[src/rtl/core/cpe_pkg.sv]
// Shared types and constants of the critical path engine.
package cpe_pkg;

   localparam int MAX_NODES  = 1024;
   localparam int NODE_BITS  = 10;
   localparam int CNT_BITS   = 11;
   localparam int MAX_EDGES  = 4096;
   localparam int EDGE_BITS  = 12;
   localparam int EPTR_BITS  = 13;
   localparam int DEG_BITS   = 13;
   localparam int DUR_BITS   = 32;
   localparam int TIME_BITS  = 42;
   localparam int PROD_BITS  = 30;
   localparam int WIDE_BITS  = 60;
   localparam int RED_CNT_BITS = 6;

   localparam logic [PROD_BITS-1:0] MODULUS   = 30'd1000000007;
   localparam logic [TIME_BITS-1:0] TIME_MAX  = {TIME_BITS{1'b1}};
   localparam logic [EPTR_BITS-1:0] EDGE_NONE = 13'd4096;

   localparam int REQ_DATA_BITS = 64;
   localparam int RSP_DATA_BITS = 72;

   typedef enum logic [1:0] {
      CMD_SET_DURATION = 2'd0,
      CMD_ADD_EDGE     = 2'd1,
      CMD_COMPUTE      = 2'd2,
      CMD_CLEAR        = 2'd3
   } command_type;

   typedef enum logic [1:0] {
      ST_OK       = 2'd0,
      ST_CYCLE    = 2'd1,
      ST_OVERFLOW = 2'd2
   } status_type;

   typedef enum logic [4:0] {
      OP_NONE, OP_ACCEPT, OP_EDGE_WR, OP_CLR, OP_ZERO, OP_I_RESET, OP_CNT_RD_FIRST,
      OP_LOAD_E, OP_RD_EDGE, OP_I_INC, OP_TAKE_EDGE, OP_DEG_INC, OP_RD_DEG_I,
      OP_Q_PUSH, OP_POP, OP_SET_CYCLE, OP_B_START, OP_RD_NODE, OP_FWD_FIN,
      OP_FWD_RELAX, OP_B_POP, OP_BWD_INIT, OP_BWD_WRITE, OP_BWD_MIN, OP_RD_SLACK,
      OP_RED_TERM, OP_RED_STEP, OP_RED_PROD, OP_PROD_UPD, OP_RSP_LOAD
   } op_type;

   typedef enum logic [4:0] {
      S_IDLE, S_EDGE_WR, S_CLR, S_Z, S_CNT_I, S_CNT_F, S_CNT_E, S_CNT_T, S_CNT_W,
      S_Q_I, S_Q_C, S_P_H, S_P_U, S_P_F, S_P_E, S_P_T, S_P_W, S_B_I, S_B_U, S_B_F,
      S_B_E, S_B_T, S_B_C, S_M_I, S_M_T, S_M_R1, S_M_MUL, S_M_R2, S_M_UPD, S_FIN
   } state_type;

   typedef struct packed {
      logic i_lt_n;
      logic i_zero;
      logic clr_last;
      logic e_lt_ec;
      logic tgt_lt_n;
      logic head_lt_tail;
      logic tail_lt_n;
      logic ovf;
      logic red_done;
   } flags_type;

endpackage

[src/rtl/core/cpe_ctrl.sv]
// Sequencer of the critical path engine: command decode and compute phases.
module cpe_ctrl (
   input  logic                 clock,
   input  logic                 reset,
   input  logic                 req_tvalid,
   output logic                 req_tready,
   input  logic [1:0]           req_tuser,
   output logic                 rsp_tvalid,
   input  logic                 rsp_tready,
   input  cpe_pkg::flags_type   flags,
   output cpe_pkg::op_type      op
);
   import cpe_pkg::*;

   state_type   state_ff, state_in;
   logic        rsp_valid_ff, rsp_valid_in;
   command_type cmd;

   assign cmd        = command_type'(req_tuser);
   assign rsp_tvalid = rsp_valid_ff;

   always_ff @(posedge clock) begin
      if (reset) begin
         state_ff     <= S_CLR;
         rsp_valid_ff <= 1'b0;
      end else begin
         state_ff     <= state_in;
         rsp_valid_ff <= rsp_valid_in;
      end
   end

   always_comb begin
      state_in   = state_ff;
      op         = OP_NONE;
      req_tready = 1'b0;
      unique case (state_ff)
         S_IDLE: begin
            req_tready = 1'b1;
            if (req_tvalid) begin
               op = OP_ACCEPT;
               case (cmd)
                  CMD_ADD_EDGE: state_in = S_EDGE_WR;
                  CMD_COMPUTE:  state_in = flags.ovf ? S_FIN : S_Z;
                  CMD_CLEAR:    state_in = S_CLR;
                  default:      state_in = S_IDLE;
               endcase
            end
         end
         S_EDGE_WR: begin
            op       = OP_EDGE_WR;
            state_in = S_IDLE;
         end
         S_CLR: begin
            op = OP_CLR;
            if (flags.clr_last) state_in = S_IDLE;
         end
         S_Z: begin
            if (flags.i_lt_n) op = OP_ZERO;
            else begin
               op       = OP_I_RESET;
               state_in = S_CNT_I;
            end
         end
         S_CNT_I: begin
            if (flags.i_lt_n) begin
               op       = OP_CNT_RD_FIRST;
               state_in = S_CNT_F;
            end else begin
               op       = OP_I_RESET;
               state_in = S_Q_I;
            end
         end
         S_CNT_F: begin
            op       = OP_LOAD_E;
            state_in = S_CNT_E;
         end
         S_CNT_E: begin
            if (flags.e_lt_ec) begin
               op       = OP_RD_EDGE;
               state_in = S_CNT_T;
            end else begin
               op       = OP_I_INC;
               state_in = S_CNT_I;
            end
         end
         S_CNT_T: begin
            op       = OP_TAKE_EDGE;
            state_in = flags.tgt_lt_n ? S_CNT_W : S_CNT_E;
         end
         S_CNT_W: begin
            op       = OP_DEG_INC;
            state_in = S_CNT_E;
         end
         S_Q_I: begin
            if (flags.i_lt_n) begin
               op       = OP_RD_DEG_I;
               state_in = S_Q_C;
            end else begin
               state_in = S_P_H;
            end
         end
         S_Q_C: begin
            op       = OP_Q_PUSH;
            state_in = S_Q_I;
         end
         S_P_H: begin
            if (flags.head_lt_tail) begin
               op       = OP_POP;
               state_in = S_P_U;
            end else if (flags.tail_lt_n) begin
               op       = OP_SET_CYCLE;
               state_in = S_FIN;
            end else begin
               op       = OP_B_START;
               state_in = S_B_I;
            end
         end
         S_P_U: begin
            op       = OP_RD_NODE;
            state_in = S_P_F;
         end
         S_P_F: begin
            op       = OP_FWD_FIN;
            state_in = S_P_E;
         end
         S_P_E: begin
            if (flags.e_lt_ec) begin
               op       = OP_RD_EDGE;
               state_in = S_P_T;
            end else begin
               state_in = S_P_H;
            end
         end
         S_P_T: begin
            op       = OP_TAKE_EDGE;
            state_in = flags.tgt_lt_n ? S_P_W : S_P_E;
         end
         S_P_W: begin
            op       = OP_FWD_RELAX;
            state_in = S_P_E;
         end
         S_B_I: begin
            if (!flags.i_zero) begin
               op       = OP_B_POP;
               state_in = S_B_U;
            end else begin
               op       = OP_I_RESET;
               state_in = S_M_I;
            end
         end
         S_B_U: begin
            op       = OP_RD_NODE;
            state_in = S_B_F;
         end
         S_B_F: begin
            op       = OP_BWD_INIT;
            state_in = S_B_E;
         end
         S_B_E: begin
            if (flags.e_lt_ec) begin
               op       = OP_RD_EDGE;
               state_in = S_B_T;
            end else begin
               op       = OP_BWD_WRITE;
               state_in = S_B_I;
            end
         end
         S_B_T: begin
            op       = OP_TAKE_EDGE;
            state_in = flags.tgt_lt_n ? S_B_C : S_B_E;
         end
         S_B_C: begin
            op       = OP_BWD_MIN;
            state_in = S_B_E;
         end
         S_M_I: begin
            if (flags.i_lt_n) begin
               op       = OP_RD_SLACK;
               state_in = S_M_T;
            end else begin
               state_in = S_FIN;
            end
         end
         S_M_T: begin
            op       = OP_RED_TERM;
            state_in = S_M_R1;
         end
         S_M_R1: begin
            op = OP_RED_STEP;
            if (flags.red_done) state_in = S_M_MUL;
         end
         S_M_MUL: begin
            op       = OP_RED_PROD;
            state_in = S_M_R2;
         end
         S_M_R2: begin
            op = OP_RED_STEP;
            if (flags.red_done) state_in = S_M_UPD;
         end
         S_M_UPD: begin
            op       = OP_PROD_UPD;
            state_in = S_M_I;
         end
         S_FIN: begin
            if (!rsp_valid_ff || rsp_tready) begin
               op       = OP_RSP_LOAD;
               state_in = S_IDLE;
            end
         end
         default: state_in = S_IDLE;
      endcase
   end

   always_comb begin
      rsp_valid_in = rsp_valid_ff;
      if (op == OP_RSP_LOAD) rsp_valid_in = 1'b1;
      else if (rsp_tready)   rsp_valid_in = 1'b0;
   end

endmodule

[config.mk]
export PLATFORM = sky130hd
export DESIGN_NAME = cpe_ctrl
export DESIGN_NICKNAME = d
export VERILOG_FILES = /design/src/rtl/core/cpe_pkg.sv /design/src/rtl/core/cpe_ctrl.sv
export SDC_FILE = /design/constraint.sdc
export NUM_CORES = 1
export LEC_CHECK = 0
export ABC_CLOCK_PERIOD_IN_PS = 2400
export BUFFER_PORTS_ARGS = -buffer_cell sky130_fd_sc_hd__buf_2
export CORE_ASPECT_RATIO = 0.7
export CORE_MARGIN = 2
export CORE_UTILIZATION = 42
export DETAILED_ROUTE_END_ITERATION = 10
export SYNTH_ARGS = -nofsm -noshare
export SYNTH_HDL_FRONTEND = slang
export SYNTH_SLANG_ARGS = --single-unit
[constraint.sdc]
create_clock -name clock -period 2.4 [get_ports clock]
set_input_delay 0.12 -clock clock [delete_from_list [all_inputs] [get_ports clock]]
set_output_delay 0.12 -clock clock [all_outputs]
set_load 0.01 [all_outputs]
==> metrics.txt <==
Syn Inst Count=202; Synth Register Bits=6; CTS tree=built; Nets=240; final hold slack=0.171 ns; GRT Util Overall=0.242; CTS root buf=clkbuf_8; global-route wire length before repair=7.07 mm; critical-path maximum fanout=14; Worst-Margin Slew=roughly 0.55 ns; dpl ws=0.324 ns; crit path time final=between 2 and 2.5 ns; # IOs=22; Die X=approximately 71 um; top_reg_cell synth=dfxtp_1; Clock Skew=~0.0018 ns; pwr/cell area=approximately 330 nW/um2; top cell type by total area after synthesis=dfxtp_1; routability congestion estimate=about 0.95; Yosys cell types=between 50 and 60; crit start category=register; Synthesis Warnings=0; P_int=0.309 mW; slowest stage delay, CP=0.66 ns; Clk pwr share=0.307; initial drt markers=roughly 280; RSZ-0062 raised after global routing=no; row count=16; Post-synth EDFFs=0; layout cells sized above 1=0.186; synthesized cell area=between 1000 and 1500 um2; hold crit path type=input pin to register; largest net degree at the start of global routing=22; FFs w/ async S/R, synth=0; outcome=complete, no violations; WP data arrival=2.13 ns; CTS max path bufs=2; syn nets=220; hold path depth=2; Worst Setup Path Type=register to primary output; vias in the first global route=1,493; core area=between 2000 and 3000 um2; Synth area leaders=dfxtp_1 9.1%, o21ai_0 7.6%, a21oi_1 6.5%; setup tns final=0 ns; Synth-to-Final Area Change=13.6%; Skew-Pair Late Insertion Delay=between 0.2 and 0.25 ns; Crit-path slowest cell=dfxtp_1; height of the chip=between 50 and 60 um; Critical Path End Type=primary output; # setup viols final=0; 1st-pass router iterations=6; via/cell ratio=approximately 6.6; sequential share of power=0.251; worst hold endpoint=state_ff[4]$_SDFFE_PP0P_; Ant. Diodes=0; initial antenna violation count=0; logic gate share of total power=0.442; worst path cell trace=and2b_1 > nand2_1 > o21ai_1 > a32o_1 > or3_1 > buf_2; Final Power=around 0.5 mW; initial core utilization=0.457; Post-DRT Antenna Nets=0; headroom to the max-slew limit=0.633; Worst EP required=between 2 and 2.5 ns; CTS buffer count=3; Achievable Freq=444 MHz; Post-Route WL=about 4.3 mm; top-area cell type share of the netlist area=0.0912; overall die area=3610 um2; Reg2Reg Depth=6; Worst-path clk slew=~0.04 ns; Peak VDD IR=202 uV; sequential area share after synthesis=0.0912; Leakage=about 0.64 nW; Sw Share=0.379; drc violations=0; reg2reg setup slack=about 0.42 ns; Commonest cells post-synth=20 x o21ai_0, 17 x a21oi_1, 13 x nand2_1; Psw=between 0.15 and 0.2 mW; CTS Hold Bufs=0; final worst slack=about 0.15 ns; PortBufs=21; Hold Path Origin=reset; Slew Viols, Final=0; period utilisation layout=0.938; GR Overflow Total=0; Mapped Avg Cell Area=6.52 um2; CTS sink cnt=6; routed length per instance=around 17 um; number of hold violations in the final report=0; via count=1,680; dpl hpwl=between 3 and 4 mm; Crit Reg-Reg Startpoint=state_ff[4]$_SDFFE_PP0P_; most common cell in the synthesized netlist=o21ai_0; Max-Cap Viols=0; reg2reg end=state_ff[2]$_SDFFE_PP0P_; final core occ=0.519; htree depth=1
## repair_timing
action | in CTS | in global routing
setup endpoints to repair | 0 | 2
gates resized for setup | 0 | 2
buffers inserted | 0 | 0
## registers in the layout, summed over array words and instances (netlist names)
register and flops:
state_ff 5, rsp_tvalid 1
## worst max-delay path: cells and delay by family (launching register included)
kind	cells	cell delay, ns
buffers and inverters	1	0.15
AOI/OAI and AO/OA	2	0.29
and+or+nand+nor	3	0.81
DFF	1	0.66
## kinds of logic after synthesis
kind of cell	count (synthesis)	synth area share
adder cells (fa/ha/maj)	3	0.0285
buffers and inverters	25	0.103
AO/OA/AOI/OAI	78	0.379
multiplexers	3	0.0228
XOR/XNOR	2	0.0133
AND/OR/NAND/NOR	85	0.363
flip-flops	6	0.0912
## cells in the final DEF, fill, tap and decap left out, drive strengths merged, types with 4 or more instances in the layout
cell / count
buf: 34
o21ai: 23
a21oi: 17
nand2: 13
nor2: 11
nor2b: 10
nand2b: 9
nand3: 8
a31oi: 7
nor3: 7
inv: 6
dfxtp: 6
nor4: 4
## stage by stage
step | std cells | area, um2
4_1_cts | 256 | 1490
2_1_floorplan | 202 | 1320
6_report | 256 | 1500
5_1_grt | 256 | 1500
3_5_place_dp | 253 | 1450
3_3_place_gp | 253 | 1450
## worst max-delay path by stage
stage | startpoint | to | slack (ns) | cells after the start
floorplan | state_ff[3]$_SDFFE_PP0P_ | op[2] | 0.84 | 5
global placement | state_ff[0]$_SDFFE_PP0P_ | op[0] | 0.35 | 6
detailed placement | state_ff[0]$_SDFFE_PP0P_ | op[0] | 0.32 | 6
CTS | state_ff[0]$_SDFFE_PP0P_ | op[0] | 0.07 | 6
global route | state_ff[4]$_SDFFE_PP0P_ | op[0] | 0.07 | 6
finish | state_ff[4]$_SDFFE_PP0P_ | op[1] | 0.15 | 6
## per-layer routing
layer  wire length, um  up-vias  share of wire  GRT usage
li1                  -      794              -          -
met1              1920      763           0.45      0.356
met2              1850      117           0.43      0.363
met3               483        6           0.11     0.0473
met4                49        0          0.011     0.0566
met5                 0        -              0          0
## final cells by class
| class | instances | area [um2] |
|---|---|---|
| tap | 36 | 45.0 |
| fill | 288 | 1390 |
| inverter | 6 | 22.5 |
| multi-input combinational | 171 | 1060 |
| sequential | 6 | 123 |
| clock buffer | 3 | 41.3 |
| timing repair buffer | 34 | 203 |
## power by group through the flow
stage	Clock, mW	Combinational, mW	Sequential [mW]
2_1_floorplan	0	0.163	0.110
3_3_place_gp	0	0.213	0.124
4_1_cts	0.156	0.215	0.123
3_5_place_dp	0	0.213	0.124
5_1_grt	0.167	0.239	0.126
6_report	0.153	0.220	0.125
Power figures use the tool's default switching activity.
